--- src/rtl/core/rdw_pkg.sv ---
// Shared types and constants of the rational drive waveshaper.
`timescale 1ns / 1ps

package rdw_pkg;

    localparam int DRIVE_BITS = 16;
    localparam logic [DRIVE_BITS-1:0] DRIVE_RESET = 16'd256;
    localparam int DRIVE_ONE = 256;

    typedef struct packed {
        logic neg;
        logic channel;
        logic buffer_end;
    } rdw_side_t;

endpackage

--- src/rtl/core/rdw_front.sv ---
// Front stages: sample magnitude, drive product, numerator and denominator.
`timescale 1ns / 1ps

module rdw_front #(
    parameter int SAMPLE_BITS = 24
) (
    input  logic                                  aclk,
    input  logic                                  aresetn,
    input  logic                                  en,
    input  logic                                  in_valid,
    input  logic signed [SAMPLE_BITS-1:0]         in_sample,
    input  logic                                  in_channel,
    input  logic                                  in_buffer_end,
    input  logic [rdw_pkg::DRIVE_BITS-1:0]        drive,
    output logic                                  out_valid,
    output rdw_pkg::rdw_side_t                    out_side,
    output logic [SAMPLE_BITS+rdw_pkg::DRIVE_BITS-1:0] out_num,
    output logic [SAMPLE_BITS+rdw_pkg::DRIVE_BITS-1:0] out_den
);
    import rdw_pkg::*;

    localparam int DW = SAMPLE_BITS + DRIVE_BITS;

    logic [SAMPLE_BITS-1:0] raw;
    logic [SAMPLE_BITS-1:0] mag_next;
    rdw_side_t              side_next;

    logic                   s1_valid_reg;
    rdw_side_t              s1_side_reg;
    logic [SAMPLE_BITS-1:0] s1_mag_reg;

    logic                   s2_valid_reg;
    rdw_side_t              s2_side_reg;
    logic [SAMPLE_BITS-1:0] s2_mag_reg;
    logic [DW-1:0]          s2_prod_reg;

    logic                   s3_valid_reg;
    rdw_side_t              s3_side_reg;
    logic [DW-1:0]          s3_num_reg;
    logic [DW-1:0]          s3_den_reg;

    always_comb begin
        raw = in_sample;
        mag_next = raw[SAMPLE_BITS-1] ? (~raw + SAMPLE_BITS'(1)) : raw;
        side_next.neg = raw[SAMPLE_BITS-1];
        side_next.channel = in_channel;
        side_next.buffer_end = in_buffer_end;
    end

    always_ff @(posedge aclk) begin
        if (!aresetn) begin
            s1_valid_reg <= 1'b0;
            s2_valid_reg <= 1'b0;
            s3_valid_reg <= 1'b0;
        end else if (en) begin
            s1_valid_reg <= in_valid;
            s2_valid_reg <= s1_valid_reg;
            s3_valid_reg <= s2_valid_reg;
        end
    end

    always_ff @(posedge aclk) begin
        if (en) begin
            s1_side_reg <= side_next;
            s1_mag_reg  <= mag_next;
            s2_side_reg <= s1_side_reg;
            s2_mag_reg  <= s1_mag_reg;
            s2_prod_reg <= DW'(drive) * DW'(s1_mag_reg);
            s3_side_reg <= s2_side_reg;
            s3_num_reg  <= s2_prod_reg + (DW'(s2_mag_reg) << 8);
            s3_den_reg  <= s2_prod_reg + (DW'(DRIVE_ONE) << (SAMPLE_BITS - 1));
        end
    end

    assign out_valid = s3_valid_reg;
    assign out_side  = s3_side_reg;
    assign out_num   = s3_num_reg;
    assign out_den   = s3_den_reg;

endmodule

--- config.mk ---
export PLATFORM = sky130hd
export DESIGN_NAME = rdw_front
export DESIGN_NICKNAME = d
export VERILOG_FILES = /design/src/rtl/core/rdw_pkg.sv /design/src/rtl/core/rdw_front.sv
export SDC_FILE = /design/constraint.sdc
export NUM_CORES = 1
export LEC_CHECK = 0
export ABC_AREA = 0
export BUFFER_PORTS_ARGS = -buffer_cell sky130_fd_sc_hd__buf_2
export CORE_MARGIN = 5
export CORE_UTILIZATION = 25
export DETAILED_ROUTE_END_ITERATION = 12
export PLACE_DENSITY = 0.47
export SYNTH_ARGS = -nofsm -noshare
export SYNTH_HDL_FRONTEND = slang
export SYNTH_SLANG_ARGS = --single-unit
export TNS_END_PERCENT = 30
--- constraint.sdc ---
create_clock -name aclk -period 13.1 [get_ports aclk]
set_clock_uncertainty 0.2 [all_clocks]
set_input_delay 2.62 -clock aclk [delete_from_list [all_inputs] [get_ports aclk]]
set_output_delay 2.62 -clock aclk [all_outputs]
set_load 0.03 [all_outputs]
# Word-level counts from Yosys, hierarchy flattened
# Index checks and enable logic that the tools add are counted.
[classes] n_addsub=3 mul=1 muxes=1 bitwise=1
[op_table] operator="$add 40x32->40" count=1
[op_table] operator="$add 40x32->40 const B" count=1
[op_table] operator="$mul 16x24->40" count=1
[op_table] operator="$add 24x1->24 const B" count=1
[op_table] operator="$not 24->24" count=1
[op_table] operator="$mux 23" count=1
[totals] ff_bits=180 in_bits=46 output_inout_bits=84 wordCells=24

# Longest topological paths before layout
[depth] depth_word=3 depth_mapped=23 depth_no_buf=22

# Worst setup path before layout
# No wires, ideal clock.
[synth_path] path_kind="input to register" startpoint="input drive[9] (netlist bit)" endpoint="register s2_prod_reg[37], data pin" setup_ns=0.180 arrival_ns=8.038 required_time_ns=12.720 setup_slack_ns=4.681 stages=23 path_buffers=2 path_cell_list="clkbuf_1 nand2_1 fa_1 inv_1 fa_1 inv_1 fa_1 inv_1 fa_1 fa_1 inv_1 fa_1 inv_1 ha_1 buf_2 nand4_1 nor2_1 nand3_1 a21oi_1 nor2_1 o31ai_1 a31oi_1 o311ai_1"
[synth_via] elab_chain_len=1
[synth_rtl] item="start: declaration" line="rdw_front.sv:14" source="input logic [rdw_pkg::DRIVE_BITS-1:0] drive,"
[synth_rtl] item="$mul 16x24->40" line="rdw_front.sv:68" source="s2_prod_reg <= DW'(drive) * DW'(s1_mag_reg);"
[synth_rtl] item="end signal: assignment" line="rdw_front.sv:68"
[synth_rtl] item="end: declaration" line="rdw_front.sv:35" source="logic [DW-1:0] s2_prod_reg;"
# No other way between the ends.
# A chain may end at the register's enable or synchronous reset.

# Worst setup path after layout
[layout_path] startpoint="input drive[10] (netlist bit)" endpoint="register s2_prod_reg[37], data pin"
# Same word-level chain as after synthesis.

==> results.md <==
* RR Startpoint: s1_mag_reg[11]
* Routed vias/inst at 4.312
* Area leader, netlist: fa_1
* Final worst-path cycle share at 67.49%
* Crit. End Element: flop
* Layout cells sized above 1 at just under 9%
* Clk buf depth at 2
* Startpoint types: input port
* Worst R2R Path Depth at 21
* Number of port buffers at about 130
* Global-route wire length before repair at roughly 82000 um
* Initial antenna violation count at 3
* Chip Width at 288.9 um
* Fin nets at 2469
* Worst-Skew Late Latency at between 0.4 and 0.5 ns
* Synth warnings at 0
* Most common flop cell mapped by yosys: edfxtp_1
* Critical Path AT at 8.93 ns
* Post-route antenna net violation count at 0
* DRT Pass-1 Iters at 5
* R2R Setup Slk at about 6 ns
* Cells after synthesis at approximately 1900
* Hold depth at 0
* Initial DRC count at roughly 800
* # setup viols final at 0
* Cell row count at about 100
* CTS resizes at 0
* GRT overflow at 0
* Vias in the first global route at around 14000
* Hold buffer count at CTS at 0
* Largest cells by area after synthesis: fa_1, edfxtp_1, ha_1
* Yosys reg bits at 172
* Worst r2r dst: s2_prod_reg[37]
* Mean Syn Cell Area at about 10 um^2
* CTS tree: built
* Most frequent cell after synthesis: inv_1
* Number of max-slew violations in the final report at 0
* DR vias at about 13000
* Post-synthesis sequential area ratio at between 20% and 30%
* Core area at approximately 77000 um^2
* Status: finished, final reports clean
* Starting Density at 25.14%
* Num ports at between 100 and 150
* Total of max-cap violations at 0
* Gp weighted congestion at 0.8414
* Hold path endpoint: out_num[6]
* Die Y at roughly 290 um
* Num CTS Buffers at 17
* Largest net degree at the start of global routing at about 110
* RSZ-0062 raised after global routing: no
* Worst-path fanout max at 24
* DP Wirelength at 40020 um
* Worst EP required at approximately 13 ns
* Setup TNS at 0 ns
* Top cell type's share of synthesized area at 31.61%
* Post-synth EDFFs at approximately 170
* Peak Freq at between 100 and 150 MHz
* Slew headroom at about 33%
* Hold Crit Class: reg2reg
* Hold slack final at 0.2198 ns
* Slew @ Worst Pin at around 1 ns
* Final hold violation count at 0
* Total GRT Usage at between 10% and 20%
* Die area at around 83000 um^2
* # H-tree levels at 4
* WL final at a little over 50000 um
* Design area at between 20000 and 25000 um^2
* Mapped Nets at 2395
* Cell area after synthesis at 19440 um^2
* Synth cell count leaders: inv_1, fa_1, nand2_1
* Post-DR wirelength/cell at between 15 and 20 um
* DRC at 0
* Hold Path Origin: s2_prod_reg[6]
* Tmin final at around 8.8 ns
* Yosys cell types at 52
* Root Driver: clkbuf_16
* Clock transition at path regs at about 0.080 ns
* End-of-flow core utilization at between 20 and 30%
* Area growth syn-to-layout at 11.69%
* Crit Path Class: in2reg
* Setup bufs post-CTS at 0
* FFs w/ async S/R, synth at 0%
* Clk sink count at about 170
* Area after DPL at 21110 um^2
kinds of logic after synthesis:
family	count (synthesis)	share of synthesized area, %
simple gates	566	14.09
fa+ha+maj	445	40.49
buf+inv	438	8.624
compound gates	188	6.082
flops	172	26.41
xor+xnor	92	4.145
mux	3	0.1545
worst max-delay path by stage:
stage,start,to,slack (ns),depth (start not counted)
CTS,drive[6],s2_prod_reg[37],4.28,22
global placement,drive[6],s2_prod_reg[37],3.81,22
finish,drive[10],s2_prod_reg[37],4.26,20
floorplan,drive[9],s2_prod_reg[37],4.68,23
global route,drive[6],s2_prod_reg[37],3.82,22
detailed placement,drive[6],s2_prod_reg[37],3.76,22
critical path, stage by stage:
cell and delay [ns]:
buf_2 0.44, nand2_1 0.16, fa_1 0.58, inv_1 0.05, fa_1 0.50, fa_1 0.51, fa_1 0.54, fa_1 0.56
inv_1 0.06, fa_1 0.53, inv_1 0.04, ha_1 0.40, nand2_1 0.16, o21ai_0 0.19, nor2_1 0.09, a21oi_1 0.39
nor2_1 0.15, o31ai_1 0.45, a31oi_1 0.21, o311ai_1 0.29
layer usage:
| metal | vias up | wire [um] | global-route usage (%) |
|---|---|---|---|
| li1 | 6095 | - | - |
| met1 | 6608 | 24120 | 17.80 |
| met2 | 320 | 23730 | 20.31 |
| met3 | 47 | 2971 | 2.313 |
| met4 | 4 | 708 | 3.169 |
| met5 | - | 34 | 0 |
area by class of cell:
type | count | area [um^2]
Multi-Input combinational cell | 1294 | 12630
Clock inverter | 12 | 155.1
Antenna cell | 1 | 2.502
Timing Repair Buffer | 135 | 699.4
Inverter | 358 | 1344
Tap cell | 1040 | 1301
Fill cell | 8162 | 55630
Sequential cell | 172 | 5135
Clock buffer | 20 | 446.7
metrics by stage:
stage | setup slack, ns | instances
2_1_floorplan | 4.681 | 1904
3_3_place_gp | 3.812 | 2999
3_5_place_dp | 3.764 | 2999
4_1_cts | 4.279 | 3031
5_1_grt | 3.823 | 3031
6_report | 4.258 | 3032
layout by cell type, fill, tap and decap left out, drive strengths merged, types with 14 or more instances in the layout:
master,n
a21o,28
nand3,19
xnor2,73
clkbuf,21
nor2,34
buf,134
edfxtp,169
nand4,14
fa,307
and2,159
o21ai,40
nand2,285
a21oi,64
xor2,19
inv,364
nor2b,16
ha,138
Power is not shown: default switching activity piles up to over one toggle a cycle in this logic, so the estimate is an artifact.
