<file path="src/rtl/core/rdw_pkg.sv">
// Shared types and constants of the rational drive waveshaper.
`timescale 1ns / 1ps

package rdw_pkg;

    localparam int DRIVE_BITS = 16;
    localparam logic [DRIVE_BITS-1:0] DRIVE_RESET = 16'd256;
    localparam int DRIVE_ONE = 256;

    typedef struct packed {
        logic neg;
        logic channel;
        logic buffer_end;
    } rdw_side_t;

endpackage

</file>
<file path="src/rtl/core/rdw_back.sv">
// Back stages: round, saturate, restore sign, output register with skid word.
`timescale 1ns / 1ps

module rdw_back #(
    parameter int SAMPLE_BITS = 24
) (
    input  logic                          aclk,
    input  logic                          aresetn,
    output logic                          en,
    input  logic                          in_valid,
    input  rdw_pkg::rdw_side_t            in_side,
    input  logic [SAMPLE_BITS-1:0]        in_quo,
    output logic                          m_valid,
    input  logic                          m_ready,
    output logic signed [SAMPLE_BITS-1:0] m_sample_out,
    output logic                          m_channel_out,
    output logic                          m_buffer_end_out
);
    import rdw_pkg::*;

    logic [SAMPLE_BITS:0]   rounded;
    logic [SAMPLE_BITS-2:0] mag_next;

    logic                   r_valid_reg;
    rdw_side_t              r_side_reg;
    logic [SAMPLE_BITS-2:0] r_mag_reg;

    logic [SAMPLE_BITS-1:0] inc_sample;
    logic                   inc_valid;

    logic                   out_valid_reg;
    logic [SAMPLE_BITS-1:0] out_sample_reg;
    logic                   out_channel_reg;
    logic                   out_buffer_end_reg;

    logic                   skid_valid_reg;
    logic [SAMPLE_BITS-1:0] skid_sample_reg;
    logic                   skid_channel_reg;
    logic                   skid_buffer_end_reg;

    assign en = !skid_valid_reg;

    always_comb begin
        rounded = {1'b0, in_quo} + (SAMPLE_BITS + 1)'(1);
        mag_next = rounded[SAMPLE_BITS] ? '1 : rounded[SAMPLE_BITS-1:1];
        inc_sample = r_side_reg.neg ? (~{1'b0, r_mag_reg} + SAMPLE_BITS'(1))
                                    : {1'b0, r_mag_reg};
        inc_valid = en && r_valid_reg;
    end

    always_ff @(posedge aclk) begin
        if (!aresetn) begin
            r_valid_reg <= 1'b0;
        end else if (en) begin
            r_valid_reg <= in_valid;
        end
    end

    always_ff @(posedge aclk) begin
        if (en) begin
            r_side_reg <= in_side;
            r_mag_reg  <= mag_next;
        end
    end

    always_ff @(posedge aclk) begin
        if (!aresetn) begin
            out_valid_reg  <= 1'b0;
            skid_valid_reg <= 1'b0;
        end else if (!out_valid_reg || m_ready) begin
            out_valid_reg  <= skid_valid_reg || inc_valid;
            skid_valid_reg <= 1'b0;
        end else if (inc_valid) begin
            skid_valid_reg <= 1'b1;
        end
    end

    // load output from skid, else incoming; on a stall hold incoming in skid
    always_ff @(posedge aclk) begin
        if (!out_valid_reg || m_ready) begin
            if (skid_valid_reg) begin
                out_sample_reg     <= skid_sample_reg;
                out_channel_reg    <= skid_channel_reg;
                out_buffer_end_reg <= skid_buffer_end_reg;
            end else begin
                out_sample_reg     <= inc_sample;
                out_channel_reg    <= r_side_reg.channel;
                out_buffer_end_reg <= r_side_reg.buffer_end;
            end
        end else if (inc_valid) begin
            skid_sample_reg     <= inc_sample;
            skid_channel_reg    <= r_side_reg.channel;
            skid_buffer_end_reg <= r_side_reg.buffer_end;
        end
    end

    assign m_valid          = out_valid_reg;
    assign m_sample_out     = out_sample_reg;
    assign m_channel_out    = out_channel_reg;
    assign m_buffer_end_out = out_buffer_end_reg;

endmodule

</file>
<file path="config.mk">
export PLATFORM = sky130hd
export DESIGN_NAME = rdw_back
export DESIGN_NICKNAME = d
export VERILOG_FILES = /design/src/rtl/core/rdw_pkg.sv /design/src/rtl/core/rdw_back.sv
export SDC_FILE = /design/constraint.sdc
export NUM_CORES = 1
export LEC_CHECK = 0
export BUFFER_PORTS_ARGS = -buffer_cell sky130_fd_sc_hd__buf_4
export CORE_UTILIZATION = 25
export CTS_CLUSTER_SIZE = 12
export DETAILED_ROUTE_END_ITERATION = 12
export PLACE_DENSITY = 0.38
export SKIP_CTS_REPAIR_TIMING = 1
export SLEW_MARGIN = 25
export SYNTH_ARGS = -nofsm -noshare
export SYNTH_HDL_FRONTEND = slang
export SYNTH_SLANG_ARGS = --single-unit
</file>
<file path="constraint.sdc">
create_clock -name aclk -period 7 [get_ports aclk]
set_clock_uncertainty 0.2 [all_clocks]
set_input_delay 1.05 -clock aclk [delete_from_list [all_inputs] [get_ports aclk]]
set_output_delay 1.05 -clock aclk [all_outputs]
set_load 0.1 [all_outputs]
</file>
### Yosys cells after proc, flatten, opt, wreduce, memory -nomap -nowiden

Index checks and enable logic that the tools add are counted.

* bits in read-only memories: 0
* input bits: 31
* latch bits: 0
* register bits: 81
* bits in writable memories: 0
* memories: 0
* word-level logic and storage cells: 29
* output and inout bits: 28

* reduce and logical (&&, ||, !) cells: 7
* bitwise gates (word level): 3
* $lt $le $gt $ge: 0
* mux-type cells: 4
* div/mod/pow operators: 0
* multiply operators: 0
* eq/ne operators: 0
* shift-type cells: 0
* add/sub/neg operators: 2

Operator list (number)
* two-way mux 24 bit: 2
* adder 24 x 1 -> 25 bit (second input constant): 1
* adder 24 x 1 -> 24 bit (second input constant): 1
* NOT 23 -> 24 bit: 1
* zero test 1 bit: 2
* logical OR 1 bit: 2
* two-way mux 1 bit: 2
* NOT 1 bit: 2
* AND reduction 2 bit: 1
* OR reduction 2 bit: 1
* logical AND 1 bit: 1

### Depth between registers and ports, before layout

* depth after elaboration: 4
* depth in mapped cells: 8
* depth with buffers taken out: 5

### Worst setup path before layout

Ideal clock, no wire load.

* path type: register to register
* start point: reg out_valid_reg (netlist: m_valid)
* end point: reg skid_buffer_end_reg (enable)
* period minus slack after synthesis: 4.521 ns
* data required time: 6.353 ns
* buffers on the path: 0
* library setup time: 0.447 ns
* arrival: 3.873 ns
* cell stages (with the launch flop): 3
* slack: 2.479 ns
* path through: dfxtp_1 -> nand2b_1 -> nor3b_1

* word-level cells in the longest chain between the ends: 4

Ends and longest elaborated chain
* from (decl): RTL line rdw_back.sv:31 `logic out_valid_reg;`
* from (signal assigned): RTL line rdw_back.sv:71 `out_valid_reg <= skid_valid_reg || inc_valid;`
* zero test 1 bit: RTL line rdw_back.sv:80 `if (!out_valid_reg || m_ready) begin`
* logical OR 1 bit: RTL line rdw_back.sv:80
* NOT 1 bit (no line)
* AND reduction 2 bit (no line)
* to (signal assigned): RTL line rdw_back.sv:93 `skid_buffer_end_reg <= r_side_reg.buffer_end;`
* to (decl): RTL line rdw_back.sv:39 `logic skid_buffer_end_reg;`

Every way passes these cells.
A chain may end at the register's enable or synchronous reset.

### Worst setup path in the final report

* start point: reg r_mag_reg[2]
* end point: reg out_sample_reg[14] (netlist: m_sample_out[14]), data pin

* word-level cells in the longest chain between the ends: 4

Ends and longest elaborated chain
* from (decl): RTL line rdw_back.sv:26 `logic [SAMPLE_BITS-2:0] r_mag_reg;`
* from (signal assigned): RTL line rdw_back.sv:62 `r_mag_reg <= mag_next;`
* NOT 23 -> 24 bit: RTL line rdw_back.sv:46 `inc_sample = r_side_reg.neg ? (~{1'b0, r_mag_reg} + SAMPLE_BITS'(1))`
* adder 24 x 1 -> 24 bit: RTL line rdw_back.sv:46
* two-way mux 24 bit: RTL line rdw_back.sv:46
* two-way mux 24 bit: RTL line rdw_back.sv:81 `if (skid_valid_reg) begin`
* to (signal assigned): RTL line rdw_back.sv:82 `out_sample_reg <= skid_sample_reg;`
* to (signal assigned): RTL line rdw_back.sv:86 `out_sample_reg <= inc_sample;`
* to (decl): RTL line rdw_back.sv:32 `logic [SAMPLE_BITS-1:0] out_sample_reg;`

Every way passes these cells.

==> flow_summary.ini <==
[status]
status = complete, no violations

[route]
wire_per_inst_microns = 15.1
drt_iter0_drc = 115
final_antenna_net_count = 0
wl_mm = 9.42
drc = 0
vias = 2941
via_per_inst = 4.72
first_pass_iters = 5

[floorplan]
rows = 46
io_pins = 59
start_util_pct = 25.8
fp.dieW_microns = 131
die_h_microns = 131
die-area_sq_um = 17100
core_area_sq_um = 16100

[setup_path]
arrival_ns = 3.07
crit_path_start_kind = register
critPathKind = register to register
worstSetupEndpointType = register
crit-reg2reg-launch = r_mag_reg[2]
critPathTopFamily = simple AND/OR/NAND/NOR gates
cp_slowest_cell = or4b_2
rrSetupSlack_ns = 3.94
rr_worst_depth = 4
path_cells = nor4_1 > nand4b_1 > or4b_2 > nand3_1
worst-path-buf-inv = 0
cp_max_fo = 18
max_stage_delay_ns = 0.86
r2r-end = m_sample_out[14]
cp_data_required_time_ns = 7.00

[timing]
fmax_mhz = 327
setup_viol = 0
layout_min_cycle_time_ns = 3.06
slew_headroom_pct = 46.1
fin_tns_setup_ns = 0
whs_ns = 0.260
worstMarginPinSlew_ns = 0.808
rsz0062_at_grt = false
fin_crit_sh_pct = 43.7
final_max_slew_viol_count = 0
setup_slack_ns = 3.94
hold_violations = 0

[worst_hold_path]
min_to = skid_channel_reg
hold_path_class = register to register
hp-start = r_side_reg[1]
hold_depth = 0

[clock_tree]
clockBufferDepth = 2
root_buffer = clkbuf_16
cts_sinks = 81
clk-insertion-delay-late_ns = 0.34
cts-buffers-inserted = 9
htreeDepth = 3
cts_tree = built
clkSlewWorstSetupHoldPaths_ns = 0.06

[place]
io_buffers = 58
post-place-ws_ns = 3.91
gp_congestion = 0.733
place_area_sq_um = 4790
hpwl_mm = 6.20

[finish]
fillers = 1649
area_growth_pct = 21.9
fin_util_pct = 31.5
nets = 435
design_area_sq_um = 5050
antenna_cells = 0
drive_gt1_share_pct = 24.6

[pwr]
powerDensity_nw_per_um2 = 252
ir_drop_v = 0.0000963
p_leak_nw = 1.79

[synthesis]
synthArstFlopShare_pct = 0
synth-main-ff-cell = edfxtp_1
netlist_area_sq_um = 4140
synth.avg_cell_area_sq_um = 11.8
ys_seq_elements = 81
yosysUniqueCellTypes = 40
synth.most_common_cell = edfxtp_1
synth-edff-count = 78
synth_top_area_share_pct = 56.5
synth_area_leaders = edfxtp_1, xnor2_1, mux2_2
synthTopCellsByCount = edfxtp_1, xnor2_1, nand2_1, o21ai_0, nand3_1
synth_top_cell_by_area = edfxtp_1
synth_nets = 385
yosysWarnings = 0
netlist_instances = 352
seq_area_frac_synth_pct = 58.0

[global_routing]
grt_max_degree = 55
grt_usage_pct = 11.7
antenna_found_initial = 0
grt_pass1_wl_mm = 15.1
grt_pass1_vias = 2772
grt-ovfl-total = 0

[run]
cap_violations = 0
-- metrics by stage --
stage          total power, mW  instances
6_report                  1.27        623
5_1_grt                   1.33        623
4_1_cts                   1.29        623
3_5_place_dp             0.862        607
3_3_place_gp             0.860        607
2_1_floorplan            0.794        352
-- cells in the final DEF, fill, tap and decap left out, types with 14 or more instances in the layout --
master	n
a21oi_1	17
and3_1	14
buf_4	62
edfxtp_1	78
mux2_2	15
nand2_1	21
nand3_1	20
nor3_1	14
o21ai_0	21
xnor2_1	23
-- worst reg2reg max path, stage by stage (launching register included) --
cell and delay [ns]:
edfxtp_1 0.48, nor4_1 0.55, nand4b_1 0.72, or4b_2 0.87, nand3_1 0.11
-- cell type report --
type | count | area, sq um | area share [%]
sequential | 81 | 2400 | 47.6
clock inverter | 7 | 37.5 | 0.743
timing repair buffer | 62 | 465 | 9.21
clock buffer | 9 | 225 | 4.46
multi-input combinational | 243 | 1630 | 32.3
inverter | 5 | 18.8 | 0.372
tap | 216 | 270 | 5.35
-- worst max path at each step --
stage | start | to | slack [ns] | cells after the start
3_3_place_gp | in_quo[0] | r_mag_reg[11] | 3.97 | 6
4_1_cts | r_mag_reg[4] | m_sample_out[14] | 3.98 | 4
6_report | r_mag_reg[2] | m_sample_out[14] | 3.94 | 4
3_5_place_dp | in_quo[0] | r_mag_reg[1] | 3.91 | 6
5_1_grt | r_mag_reg[4] | m_sample_out[14] | 3.79 | 4
2_1_floorplan | m_valid | skid_buffer_end_reg | 2.48 | 2
-- where the power goes --
part / switching (mW) / internal, mW
Combinational: 0.189 / 0.0692
Clock: 0.186 / 0.236
Sequential: 0.0223 / 0.570
-- layer usage --
metal  share of wire (%)  vias up  GRT usage (%)
met5                   0        -              0
met4                 1.5        0           4.87
met3                 3.2       10           2.61
met2                  42       67           17.1
met1                  53     1398           16.7
li1                    -     1466              -
-- kinds of logic (layout without fill, tap and decap cells) --
| group | Yosys count | in the layout | synth area share [%] |
|---|---|---|---|
| DFF | 81 | 81 | 58.0 |
| AOI/OAI and AO/OA | 66 | 66 | 9.69 |
| and+or+nand+nor | 128 | 128 | 18.1 |
| muxes | 17 | 17 | 4.56 |
| adders and majority gates | 2 | 2 | 0.604 |
| xor gates and xnor gates | 30 | 30 | 6.34 |
| buffers and inverters | 28 | 83 | 2.75 |
Note: power is estimated with default switching activity, not from simulation.
