==> config.mk <==
export PLATFORM = sky130hd
export DESIGN_NAME = rdw_div_step
export DESIGN_NICKNAME = d
export VERILOG_FILES = /design/src/rtl/core/rdw_pkg.sv /design/src/rtl/core/rdw_div_step.sv
export SDC_FILE = /design/constraint.sdc
export NUM_CORES = 1
export LEC_CHECK = 0
export ABC_AREA = 1
export BUFFER_PORTS_ARGS = -buffer_cell sky130_fd_sc_hd__buf_2
export CAP_MARGIN = 20
export CORE_ASPECT_RATIO = 1.75
export CORE_UTILIZATION = 38
export CTS_CLUSTER_DIAMETER = 80
export DETAILED_ROUTE_END_ITERATION = 7
export SLEW_MARGIN = 20
export SYNTH_ARGS = -nofsm -noshare
export SYNTH_HDL_FRONTEND = slang
export SYNTH_SLANG_ARGS = --single-unit
==> constraint.sdc <==
create_clock -name aclk -period 2.2 [get_ports aclk]
set_input_delay 0.44 -clock aclk [delete_from_list [all_inputs] [get_ports aclk]]
set_output_delay 0.44 -clock aclk [all_outputs]
set_load 0.01 [all_outputs]
==> src/rtl/core/rdw_pkg.sv <==
// Shared types and constants of the rational drive waveshaper.
`timescale 1ns / 1ps

package rdw_pkg;

    localparam int DRIVE_BITS = 16;
    localparam logic [DRIVE_BITS-1:0] DRIVE_RESET = 16'd256;
    localparam int DRIVE_ONE = 256;

    typedef struct packed {
        logic neg;
        logic channel;
        logic buffer_end;
    } rdw_side_t;

endpackage

==> src/rtl/core/rdw_div_step.sv <==
// One restoring division step: shift, compare, subtract, emit a quotient bit.
`timescale 1ns / 1ps

module rdw_div_step #(
    parameter int SAMPLE_BITS = 24
) (
    input  logic                                       aclk,
    input  logic                                       aresetn,
    input  logic                                       en,
    input  logic                                       in_valid,
    input  rdw_pkg::rdw_side_t                         in_side,
    input  logic [SAMPLE_BITS+rdw_pkg::DRIVE_BITS-1:0] in_rem,
    input  logic [SAMPLE_BITS+rdw_pkg::DRIVE_BITS-1:0] in_den,
    input  logic [SAMPLE_BITS-1:0]                     in_quo,
    output logic                                       out_valid,
    output rdw_pkg::rdw_side_t                         out_side,
    output logic [SAMPLE_BITS+rdw_pkg::DRIVE_BITS-1:0] out_rem,
    output logic [SAMPLE_BITS+rdw_pkg::DRIVE_BITS-1:0] out_den,
    output logic [SAMPLE_BITS-1:0]                     out_quo
);
    import rdw_pkg::*;

    localparam int DW = SAMPLE_BITS + DRIVE_BITS;

    logic [DW:0]            trial;
    logic [DW:0]            diff;
    logic                   take;
    logic [DW-1:0]          rem_next;

    logic                   valid_reg;
    rdw_side_t              side_reg;
    logic [DW-1:0]          rem_reg;
    logic [DW-1:0]          den_reg;
    logic [SAMPLE_BITS-1:0] quo_reg;

    always_comb begin
        trial = {in_rem, 1'b0};
        diff = trial - {1'b0, in_den};
        take = (trial >= {1'b0, in_den});
        rem_next = take ? diff[DW-1:0] : trial[DW-1:0];
    end

    always_ff @(posedge aclk) begin
        if (!aresetn) begin
            valid_reg <= 1'b0;
        end else if (en) begin
            valid_reg <= in_valid;
        end
    end

    always_ff @(posedge aclk) begin
        if (en) begin
            side_reg <= in_side;
            rem_reg  <= rem_next;
            den_reg  <= in_den;
            quo_reg  <= {in_quo[SAMPLE_BITS-2:0], take};
        end
    end

    assign out_valid = valid_reg;
    assign out_side  = side_reg;
    assign out_rem   = rem_reg;
    assign out_den   = den_reg;
    assign out_quo   = quo_reg;

endmodule

# Word level (Yosys, flattened, before mapping)
# Cells that the tools add are included.
[classes]
addsub = 1
multipliers = 0
div_mod_pow = 0
magnitude_cmp = 1
n_eq_ne = 0
n_shift = 0
mux = 1
bitwise = 0
n_reduce_logical = 0
[op_table]
columns = ["op", "count"]
rows = [
  ["41-bit by 40-bit >= comparator with 1-bit output", 1],
  ["40-bit 2-to-1 mux", 1],
  ["40-bit subtractor", 1],
]
[word_totals]
regBits = 108
latchBits = 0
mem_bits_rw = 0
rom_bits = 0
input_bits = 111
output_inout_bits = 108
elab_cells = 11
n_memories = 0

# Logic depth before layout (Yosys ltp)
# Gate-level depths: netlist of run 1.
[depth]
depth_word = 2
mapped_depth = 17
ltp_nobuf = 15

# Worst setup path before layout of run 1
# No wires, ideal clock.
[synth_timing]
kind = "in2reg"
from = "input port in_den[7] (netlist name)"
to = "register rem_reg[10], in the netlist out_rem[10], data pin"
setup_time_ps = 252
t_arrival_ps = 1914
t_required_ps = 1948
setup_slack_ps = 34
stages = 15
path_buffers = 2
path_cell_list = "inv_1 ha_1 nand2_1 nor2_1 nand3_1 nand3_1 nand2_1 nand3_1 nand2_2 nand2_4 inv_2 buf_6 buf_6 nand2_1 nand2_1"
[synth_between]
elab_chain_len = 2
[synth_lines]
columns = ["item", "line", "rtl"]
rows = [
  ["start: declaration", "rdw_div_step.sv:13", "input logic [SAMPLE_BITS+rdw_pkg::DRIVE_BITS-1:0] in_den,"],
  ["40-bit subtractor or 41-bit by 40-bit >= comparator with 1-bit output (tied branches)", "rdw_div_step.sv:38, rdw_div_step.sv:39", ""],
  ["40-bit 2-to-1 mux (*)", "rdw_div_step.sv:40", "rem_next = take ? diff[DW-1:0] : trial[DW-1:0];"],
  ["via rem_next[10]", "rdw_div_step.sv:28", "logic [DW-1:0] rem_next;"],
  ["end signal: assignment", "rdw_div_step.sv:54", "rem_reg <= rem_next;"],
  ["end: declaration", "rdw_div_step.sv:32", "logic [DW-1:0] rem_reg;"],
]
# The timed path passes the listed nets; every way through them passes the cells marked *.
# A chain may end at the register's enable or synchronous reset.

# Worst setup path in the final report of run 1
[layout_timing]
from = "input port in_den[26] (netlist name)"
to = "register rem_reg[6], in the netlist out_rem[6], data pin"
[layout_between]
elab_chain_len = 2
[layout_lines]
columns = ["item", "line", "rtl"]
rows = [
  ["41-bit by 40-bit >= comparator with 1-bit output", "rdw_div_step.sv:39", "take = (trial >= {1'b0, in_den});"],
  ["40-bit 2-to-1 mux", "rdw_div_step.sv:40", ""],
  ["via rem_next[6]", "rdw_div_step.sv:28", ""],
]
# The timed path passes the listed nets, and every way through them passes these cells.

==> impl_results.md, run 1 <==
- Max-slew violations: 0
- CTS tree: yes
- Clock Sinks: about 110
- Cells after Synth: between 900 and 1000
- Crit-path leading delay family: buffers and inverters
- Worst EP required: 2.32 ns
- DIE HEIGHT: about 180 um
- Logic pwr share: 0.331
- Max cap viols: 0
- Via count: about 7000
- Clock Latency Late Sink: approximately 0.35 ns
- Largest family of logic cells by synthesized area: simple AND/OR/NAND/NOR gates
- CTS clk-pin slew, worst paths: 0.08 ns
- Status: completed
- Mux contribution to synthesized area: 0
- Vias in the first global route: between 7000 and 8000
- Slowest-stage cell, CP: ha_4
- Most used cell along the critical path: nand2_1
- EDFF count, synth: approximately 110
- Clock network power share: 0.255
- Worst Tran Pin Value: roughly 0.60 ns
- Worst setup EP type: flop
- Post-synthesis adder-cell area fraction: 0.0745
- Post-synthesis sequential area ratio: 0.463
- Async SR Flop Fraction: 0
- Share of layout cells above drive strength 1: 0.364
- Sequential share of power: 0.414
- Largest area contributor in the netlist: edfxtp_1
- Synth Area in XOR/XNOR: 0.0276
- Final hold violations: 0
- FMAX: roughly 480 MHz
- Detail Placement HPWL: about 19000 um
- Leak: 5.46 nW
- Syn Nets: between 1000 and 1500
- Shortest period the worst path allows: roughly 2.1 ns
- Worst path bufs/invs: 8
- Post-route DRC: 0
- Setup violations, final: 0
- Most common cell in the netlist: nand2_1
- Complex-gate fraction of the synthesized area: 0.0355
- Detail Route Antenna Nets: 0
- Post-Route WL: around 22000 um
- H-Tree Depth: 3
- Synthesis Warnings: 0
- Largest net degree at the start of global routing: 37
- Post-CTS Hold Buffers: 0
- Ant diodes: 0
- Sw Ratio: 0.315
- Final Skew: 0 ns
- Cell depth of the worst setup path: 17
- Non-Filler Instances: ~1500
- Pre-Repair DR Iteration Count: 4
- Max VDD drop: about 0.38 mV
- Total CTS buffers: 9
- RR Startpoint: out_valid
- Tcrit/Tclk final: 0.955
- Clock Path Buffers: 2
- Critical path cell sequence: buf_2, inv_1, ha_4, buf_4, nand2_2, inv_2, nand2_1, buf_4, nor2_4, inv_2, nor4_4, nand2_2, nand2_4, inv_4, clkbuf_16, nand2_1, nand2_1
- 1st-iter DRT viols: 208
- Input/output buffers: 217
- Share of the synthesized area in the top cell type: 0.460
- R2R cell count: 2
- Worst setup SP type: primary input
- Final #Nets: 1459
- Cell Int Power: ~4.2 mW
- Final hold slack: 0.251 ns
- GR Util All Layers: 0.235
- Data arrival, critical path: between 2 and 2.5 ns
- Core area: 18000 um^2
- Core Rows: 65
- Top cells by count, synth: nand2_1 (370), inv_1 (163), edfxtp_1 (107)
- Synth top area cells: edfxtp_1 (46%), nand2_1 (20%), inv_1 (8.8%)
- CTS Root Cell: clkbuf_16
- Routed length per instance: 14.5 um
- IO Count: ~220
- Maximum fanout along the worst path: 10
- #FFs+latches synth: ~110
- Vias/cell: 4.51
- Worst setup path endpoint: out_rem[6]
- Initial Util: 0.389
- P&R area growth vs syn: 47.4%
- R2R Path End: out_valid
- PnR worst setup slack: a little under 0.1 ns
- Final design utilization: 0.573
- Psw: 1.95 mW
- Crit path largest cell delay: roughly 0.27 ns
- Avg Cell Area, Syn: between 7 and 8 um^2
- Synth Area in Simple Gates: 0.298
- Total grt overflow: 0
- Antenna violations before repair: 0
- Critical path origin: in_den[26]
- Full die area: 18900 um^2
- Crit Path Category: primary input to flop
- First-pass GRT wire length: between 30000 and 40000 um
- Inst Count DP: between 1500 and 2000
- Power density over the cells: between 600 and 700 nW/um^2
- Synth Flop Type: edfxtp_1
- Die width: between 100 and 150 um
- Worst slew margin: 0.593
- Synth Cell Area: roughly 7000 um^2
- Flop-to-flop setup slack: 1.56 ns
- GP Congestion: approximately 0.91
- Dpl ws: -0.461 ns
- Type of the tightest min-delay check: primary input to flop
- Fill count: 1800
- Unique cell type count in the Yosys netlist: 26
power by group through the flow:
stage	clock, mW	sequential [mW]	combinational [mW]
global route	1.68	2.58	2.26
CTS	1.62	2.57	1.96
global placement	0	2.61	1.93
floorplan	0	2.75	0.788
finish	1.58	2.57	2.05
detailed placement	0	2.61	1.95
state kept, by name, indices dropped and copies added (netlist names):
register,count
out_valid,1
out_rem,40
out_side,3
out_quo,24
out_den,40
what timing repair did:
item | CTS | global route
endpoints found under the setup margin | 3 | 40
buffers inserted | 0 | 1
pin swaps | 0 | 6
resized for setup | 3 | 66
cloned | 0 | 1
how the worst min path moves through the flow:
| stage | startpoint | to | slack (ns) | cells after the start |
|---|---|---|---|---|
| floorplan | en | out_valid | 0.53 | 1 |
| global placement | out_valid | out_valid | 0.52 | 2 |
| detailed placement | out_valid | out_valid | 0.54 | 2 |
| CTS | in_quo[20] | out_quo[21] | 0.24 | 1 |
| global route | in_quo[20] | out_quo[21] | 0.24 | 1 |
| finish | in_quo[8] | out_quo[9] | 0.25 | 1 |
per-layer routing:
metal,part of all wire,vias up,GRT usage
met4,0.042,0,0.111
met1,0.35,3140,0.215
met3,0.030,38,0.0289
li1,-,3639,-
met5,0,-,0
met2,0.58,149,0.490
layout by cell type, fill, tap and decap left out, drive strengths merged, types with 2 or more instances in the layout:
cell / synthesis / layout
a21oi: 32 / 32
buf: 8 / 385
clkbuf: 0 / 10
nand3: 48 / 48
o21ai: 10 / 10
xor2: 21 / 21
a21o: 2 / 2
o21bai: 3 / 3
nand4: 4 / 4
nand2: 372 / 372
nor3: 7 / 7
clkinvlp: 0 / 2
edfxtp: 107 / 107
nor2: 79 / 79
ha: 40 / 40
nand3b: 7 / 7
inv: 173 / 176
clkinv: 1 / 3
final cells by class:
type                    count  area, um^2  share of cell area
multi-input cells         628        3380               0.328
inverters                 174         656              0.0637
flip-flops and latches    108        3230               0.314
well taps                 234         293              0.0284
clock inverters             7        58.8             0.00571
clock buffers               9         225              0.0219
repair buffers            386        2450               0.238
cell families after synthesis:
logic type               count (synthesis)
AO/OA/AOI/OAI                           47
buffers and inverters                  182
adder cells (fa/ha/maj)                 41
AND/OR/NAND/NOR                        518
flip-flops                             108
XOR/XNOR                                22
stage by stage:
stage               power (mW)  instance area (um^2)  setup TNS [ns]
floorplan                 3.53                  6980               0
global placement          4.54                  9640          -13.78
detailed placement        4.57                  9640          -14.70
CTS                       6.15                  9930               0
global route              6.53                 10300         -0.0305
finish                    6.19                 10300               0
Power figures use the tool's default switching activity.
==> run 2, diff against run 1 <==
ABC_AREA = 0   (was 1)
PLACE_DENSITY = 0.66   (was unset)
==> run 2 against run 1 <==
  * The flow now finishes with violations (DRC, setup timing)
  * Global-route usage shrank 2.1 points
  * Cell count shrank 28%
  * Area after synthesis shrank 12%
  * Sequential cell count is the same
  * Via count shrank 17%
  * Synthesized cell count shrank 40%
  * Combinational power grew 5%
==> impl_results.md, run 2 <==
- Detail Placement HPWL: 13700 um (was 18800 um)
- GR Util All Layers: 0.214 (was 0.235)
- Most common cell in the netlist: edfxtp_1 (was nand2_1)
- Worst EP required: 2.31 ns (was 2.32 ns)
- Top cells by count, synth: edfxtp_1 (107), a21oi_1 (68), inv_1 (51) (was nand2_1 (370), inv_1 (163), edfxtp_1 (107))
- Power density over the cells: 633 nW/um^2 (was 602 nW/um^2)
- Final hold violations: 0 (unchanged)
- Antenna violations before repair: 0 (unchanged)
- DIE HEIGHT: 170 um (was 181 um)
- Worst setup EP type: flop (unchanged)
- Full die area: 16700 um^2 (was 18900 um^2)
- Leak: 4.42 nW (was 5.46 nW)
- Synth top area cells: edfxtp_1 (52%), ha_1 (8.2%), a21oi_1 (5.5%) (was edfxtp_1 (46%), nand2_1 (20%), inv_1 (8.8%))
- CTS tree: yes (unchanged)
- Largest net degree at the start of global routing: 42 (was 37)
- CTS Root Cell: clkbuf_16 (unchanged)
- Synthesis Warnings: 0 (unchanged)
- Max-slew violations: 0 (unchanged)
- Clock Path Buffers: 2 (unchanged)
- Final instance area: 9910 um^2 (was 10300 um^2)
- Core Rows: 61 (was 65)
- Max VDD drop: 0.384 mV (about the same)
- Flop-to-flop setup slack: 1.60 ns (was 1.56 ns)
- Worst Tran Pin Value: 0.407 ns (was 0.604 ns)
- Worst path bufs/invs: 3 (was 8)
- FMAX: 401 MHz (was 476 MHz)
- Clock Sinks: 108 (unchanged)
- Vias in the first global route: 5933 (was 7035)
- Post-synthesis sequential area ratio: 0.527 (was 0.463)
- Data arrival, critical path: 2.60 ns (was 2.22 ns)
- #FFs+latches synth: 108 (unchanged)
- IO Count: 219 (unchanged)
- Largest area contributor in the netlist: edfxtp_1 (unchanged)
- Async SR Flop Fraction: 0 (unchanged)
- Placement-stage cell area: 8740 um^2 (was 9640 um^2)
- Crit Path Category: primary input to flop (unchanged)
- Failing checks: DRC, setup timing
- Critical path cell sequence: buf_2, ha_4, and4_4, and2_4, o21ai_4, buf_4, buf_4, a21oi_1, o21ai_1, a21oi_1, o221ai_1, xnor2_1, mux2_4 (was buf_2, inv_1, ha_4, buf_4, nand2_2, inv_2, nand2_1, buf_4, nor2_4, inv_2, nor4_4, nand2_2, nand2_4, inv_4, clkbuf_16, nand2_1, nand2_1)
- Final Skew: 0 ns (unchanged)
- Total CTS buffers: 9 (unchanged)
- Detail Route Antenna Nets: 0 (unchanged)
- Worst slew margin: 0.727 (was 0.593)
- Avg Cell Area, Syn: 11.1 um^2 (was 7.61 um^2)
- Final #Nets: 1065 (was 1459)
- Type of the tightest min-delay check: primary input to flop (unchanged)
- Crit-path leading delay family: compound AO/OA/AOI/OAI gates (was buffers and inverters)
- Pre-Repair DR Iteration Count: 8 (was 4)
- Vias/cell: 5.20 (was 4.51)
- Status: complete, but fails checks (was completed)
- CTS clk-pin slew, worst paths: 0.07 ns (was 0.08 ns)
- Share of layout cells above drive strength 1: 0.581 (was 0.364)
- Via count: 5759 (was 6966)
- EDFF count, synth: 107 (unchanged)
- Inst Count DP: 1072 (was 1528)
- Ant diodes: 0 (unchanged)
- PnR worst setup slack: -0.294 ns (was 0.0993 ns)
- Max cap viols: 0 (unchanged)
- Input/output buffers: 217 (unchanged)
- Setup violations, final: 40 (was 0)
- Unique cell type count in the Yosys netlist: 60 (was 26)
- Core area: 15800 um^2 (was 18000 um^2)
- Worst setup SP type: primary input (unchanged)
- Cells after Synth: 551 (was 918)
- 1st-iter DRT viols: 192 (was 208)
- Crit path largest cell delay: 0.31 ns (was 0.27 ns)
- Routed length per instance: 16.7 um (was 14.5 um)
- Total grt overflow: 0 (unchanged)
- Shortest period the worst path allows: 2.49 ns (was 2.10 ns)
- Share of the synthesized area in the top cell type: 0.524 (was 0.460)
- Maximum fanout along the worst path: 5 (was 10)
- Synth Cell Area: 6130 um^2 (was 6980 um^2)
- Non-Filler Instances: 1107 (was 1546)
- Most frequent cells in the layout: buf_2 (201), buf_4 (137), edfxtp_1 (107) (was nand2_1 (355), buf_2 (216), buf_4 (163))
- Synth Flop Type: edfxtp_1 (unchanged)
- Slowest-stage cell, CP: ha_4 (unchanged)
- Tcrit/Tclk final: 1.13 (was 0.955)
- Syn Nets: 703 (was 1070)
- P&R area growth vs syn: 61.6% (was 47.4%)
- Post-Route WL: 18500 um (was 22500 um)
- H-Tree Depth: 3 (unchanged)
- Initial Util: 0.388 (was 0.389)
- RSZ-0062 raised after global routing: true
- GP Congestion: 0.910 (was 0.912)
- Clock Latency Late Sink: 0.35 ns (about the same)
- Die width: 98.0 um (was 104 um)
- Commonest non-fill, non-tap cell in the layout: buf_2 (was nand2_1)
- Post-route DRC: 13 (was 0)
- First-pass GRT wire length: 27900 um (was 33700 um)
[run 2: changes by cell type in the layout (fill, tap and decap cells not counted), sizes merged, moves of 8 or more]
| cell | before | now |
|---|---|---|
| a21o | 2 | 24 |
| a21oi | 32 | 72 |
| a31oi | 0 | 8 |
| buf | 385 | 366 |
| inv | 176 | 54 |
| mux2 | 0 | 8 |
| nand2 | 372 | 29 |
| nand3 | 48 | 13 |
| nor2 | 79 | 47 |
| o21ai | 10 | 22 |
| xnor2 | 1 | 23 |
| xor2 | 21 | 13 |
[run 2: kinds of logic after synthesis]
family                   count (synthesis)  synth area share
AO/OA/AOI/OAI                          162             0.176
AND/OR/NAND/NOR                        125            0.0947
flip-flops                             108             0.527
buffers and inverters                   69            0.0482
adder cells (fa/ha/maj)                 41            0.0849
XOR/XNOR                                36            0.0514
multiplexers                            10            0.0180
[run 2: what timing repair did]
action | CTS | global route
pin swaps | 46 | 26
resized for setup | 89 | 74
gates cloned | 1 | 3
buffers inserted | 14 | 3
setup endpoints to repair | 40 | 41
hold buffers | 0 | 0
[run 2: cell type report]
cell class	instances	area, um^2
fillers	1231	5890
multi-input cells	374	3450
flip-flops and latches	108	3230
repair buffers	368	2480
inverters	52	240
well taps	189	236
clock buffers	10	229
clock inverters	6	38.8
[run 2: where the power goes]
part	switching, mW	internal (mW)
Sequential	0.0552	2.54
Combinational	1.08	1.08
Clock	0.751	0.770
[run 2: per-stage QoR]
stage | setup WS [ns] | TNS (ns) | power, mW | hold slack (ns) | utilization
6_report | -0.294 | -9.07 | 6.27 | 0.258 | 0.627
5_1_grt | -0.387 | -12.13 | 6.56 | 0.248 | 0.627
4_1_cts | -0.290 | -8.66 | 6.16 | 0.244 | 0.603
3_5_place_dp | -0.860 | -27.91 | 4.46 | 0.511 | 0.553
3_3_place_gp | -0.782 | -26.51 | 4.41 | 0.491 | 0.553
2_1_floorplan | -0.438 | -14.44 | 3.62 | 0.538 | -
[run 2: metal layers]
metal | vias up | GRT usage | wire length, um
li1 | 2734 | - | -
met2 | 185 | 0.408 | 10400
met3 | 67 | 0.0246 | 674
met4 | 0 | 0.150 | 1030
met1 | 2773 | 0.212 | 6370
met5 | - | 0 | 0
[run 2: path summary, 6_finish.rpt]
| path | startpoint | end | cells after the start |
|---|---|---|---|
| setup / recovery | in_rem[7] | out_rem[15] | 13 |
| hold / removal | in_quo[0] | out_quo[1] | 1 |
| setup reg to reg | out_valid | out_valid | 2 |
| hold reg to reg | out_valid | out_valid | 2 |
==> run 3, diff against run 2 <==
CORE_ASPECT_RATIO = unset   (was 1.75)
CORE_UTILIZATION = 45   (was 38)
PLACE_DENSITY = 0.76   (was 0.66)
==> run 3 against run 2 <==
  * Hold slack worse by 0.0092 ns
  * Routed wire length increased by 0.85%
  * Die area down 15%
  * Cell count decreased by 0.63%
  * Clock-buffer cell count down 1
  * Register-to-register slack about the same
  * Worst setup slack lost 0.098 ns
  * The run ends with setup timing left
  * Sequential power hardly changed
==> impl_results.md, run 3 (same netlist as run 2, synthesis figures left out) <==
- Pre-Repair DR Iteration Count: 5 (was 8)
- Worst setup SP type: primary input (unchanged)
- Routed length per instance: 16.9 um (was 16.7 um)
- Worst Tran Pin Value: 0.431 ns (was 0.407 ns)
- Failing checks: setup timing (was DRC, setup timing)
- Die width: 119 um (was 98.0 um)
- Most frequent cells in the layout: buf_2 (208), buf_4 (138), edfxtp_1 (107) (was buf_2 (201), buf_4 (137), edfxtp_1 (107))
- Commonest non-fill, non-tap cell in the layout: buf_2 (unchanged)
- Vias/cell: 5.20 (about the same)
- Clock Sinks: 108 (unchanged)
- Type of the tightest min-delay check: primary input to flop (unchanged)
- Crit Path Category: primary input to flop (unchanged)
- CTS tree: yes (unchanged)
- Tcrit/Tclk final: 1.18 (was 1.13)
- Total CTS buffers: 9 (unchanged)
- Reg area: 3230 um^2 (unchanged)
- CTS Root Cell: clkbuf_16 (unchanged)
- Antenna violations before repair: 0 (unchanged)
- 1st-iter DRT viols: 221 (was 192)
- Final design utilization: 0.738 (was 0.627)
- Input/output buffers: 217 (unchanged)
- Largest net degree at the start of global routing: 50 (was 42)
- Setup violations, final: 40 (unchanged)
- Final hold violations: 0 (unchanged)
- Dpl ws: -0.831 ns (was -0.860 ns)
- GR Util All Layers: 0.264 (was 0.214)
- Fill count: 941 (was 1231)
- IO Count: 219 (unchanged)
- CTS clk-pin slew, worst paths: 0.07 ns (about the same)
- Clock Latency Late Sink: 0.36 ns (was 0.35 ns)
- Post-CTS Hold Buffers: 0 (unchanged)
- P&R area growth vs syn: 59.3% (was 61.6%)
- Vias in the first global route: 5757 (was 5933)
- First-pass GRT wire length: 28600 um (was 27900 um)
- Status: complete, but fails checks (unchanged)
- Inst Count DP: 1065 (was 1072)
- Core Rows: 42 (was 61)
- Data arrival, critical path: 2.70 ns (was 2.60 ns)
- Worst EP required: 2.31 ns (about the same)
- Worst slew margin: 0.712 (was 0.727)
- Detail Placement HPWL: 13500 um (was 13700 um)
- Non-Filler Instances: 1100 (was 1107)
- Leak: 4.44 nW (was 4.42 nW)
- Full die area: 14100 um^2 (was 16700 um^2)
- DIE HEIGHT: 119 um (was 170 um)
- Max-slew violations: 0 (unchanged)
- Core area: 13200 um^2 (was 15800 um^2)
- Area of the multi-input gates: 3280 um^2 (was 3450 um^2)
- Detail Route Antenna Nets: 0 (unchanged)
- GP Congestion: 0.893 (was 0.910)
- Max VDD drop: 0.459 mV (was 0.384 mV)
- Total power: 6.47 mW (was 6.27 mW)
- Maximum fanout along the worst path: 5 (unchanged)
- Post-route DRC: 0 (was 13)
- Final Skew: 0 ns (unchanged)
- Max cap viols: 0 (unchanged)
- Via count: 5716 (was 5759)
- Final #Nets: 1071 (was 1065)
- Ant diodes: 0 (unchanged)
- Worst setup EP type: flop (unchanged)
- Shortest period the worst path allows: 2.59 ns (was 2.49 ns)
- RSZ-0062 raised after global routing: true (unchanged)
- PnR worst setup slack: -0.391 ns (was -0.294 ns)
- Total grt overflow: 0 (unchanged)
- Initial Util: 0.463 (was 0.388)
- Clock Path Buffers: 2 (unchanged)
- Power density over the cells: 662 nW/um^2 (was 633 nW/um^2)
- H-Tree Depth: 3 (unchanged)
- Post-Route WL: 18600 um (was 18500 um)
- FMAX: 386 MHz (was 401 MHz)
- Share of layout cells above drive strength 1: 0.553 (was 0.581)
==> run 3: timing repair <==
item,4_1_cts,5_1_grt
endpoints found under the hold margin,0,0
resized for setup,72,47
setup endpoints to repair,40,41
pin swaps,32,30
cloned,2,0
buffers inserted,13,6
==> run 3: critical path, cell delays in order <==
cell	delay [ns]
buf_2	0.10
inv_1	0.05
ha_1	0.33
nand4_1	0.26
nor4_4	0.39
a31oi_4	0.12
o221ai_2	0.19
o21bai_4	0.16
a21oi_4	0.05
inv_4	0.13
buf_12	0.15
mux2_4	0.30
==> run 3: layout make-up <==
class                           instances  area share
Timing Repair Buffer                  374       0.254
Sequential cell                       108       0.331
Clock buffer                            9      0.0231
Multi-Input combinational cell        374       0.335
Inverter                               52      0.0243
Tap cell                              176      0.0225
Clock inverter                          7      0.0102
==> run 3: through the flow <==
stage / hold WS, ns / cell area, um^2 / setup TNS (ns)
after floorplan: 0.538 / 6510 / -14.44
after global placement: 0.496 / 8770 / -28.38
after detailed placement: 0.514 / 8770 / -29.37
after CTS: 0.240 / 9580 / -12.15
after global routing: 0.241 / 9770 / -15.18
final: 0.249 / 9770 / -12.15
==> run 3: per-layer routing <==
layer / vias to the layer above / part of all wire / track usage
met4: 0 / 0.029 / 0.114
met5: - / 0 / 0
li1: 2754 / - / -
met3: 43 / 0.049 / 0.0430
met2: 200 / 0.52 / 0.475
met1: 2719 / 0.41 / 0.307
==> run 3: path summary, 6_finish.rpt <==
kind	cells past startpoint	from	slack, ns	endpoint
worst max-delay path	12	in_den[18]	-0.39	out_rem[15]
worst min register to register	2	out_valid	0.53	out_valid
worst max register to register	2	out_valid	1.60	out_valid
worst min-delay path	1	in_quo[8]	0.25	out_quo[9]
==> run 3: power breakdown <==
| part | internal [mW] | switching (mW) |
|---|---|---|
| clock | 1.01 | 0.759 |
| combinational | 1.05 | 1.06 |
| sequential | 2.54 | 0.0575 |
| total | 4.59 | 1.87 |
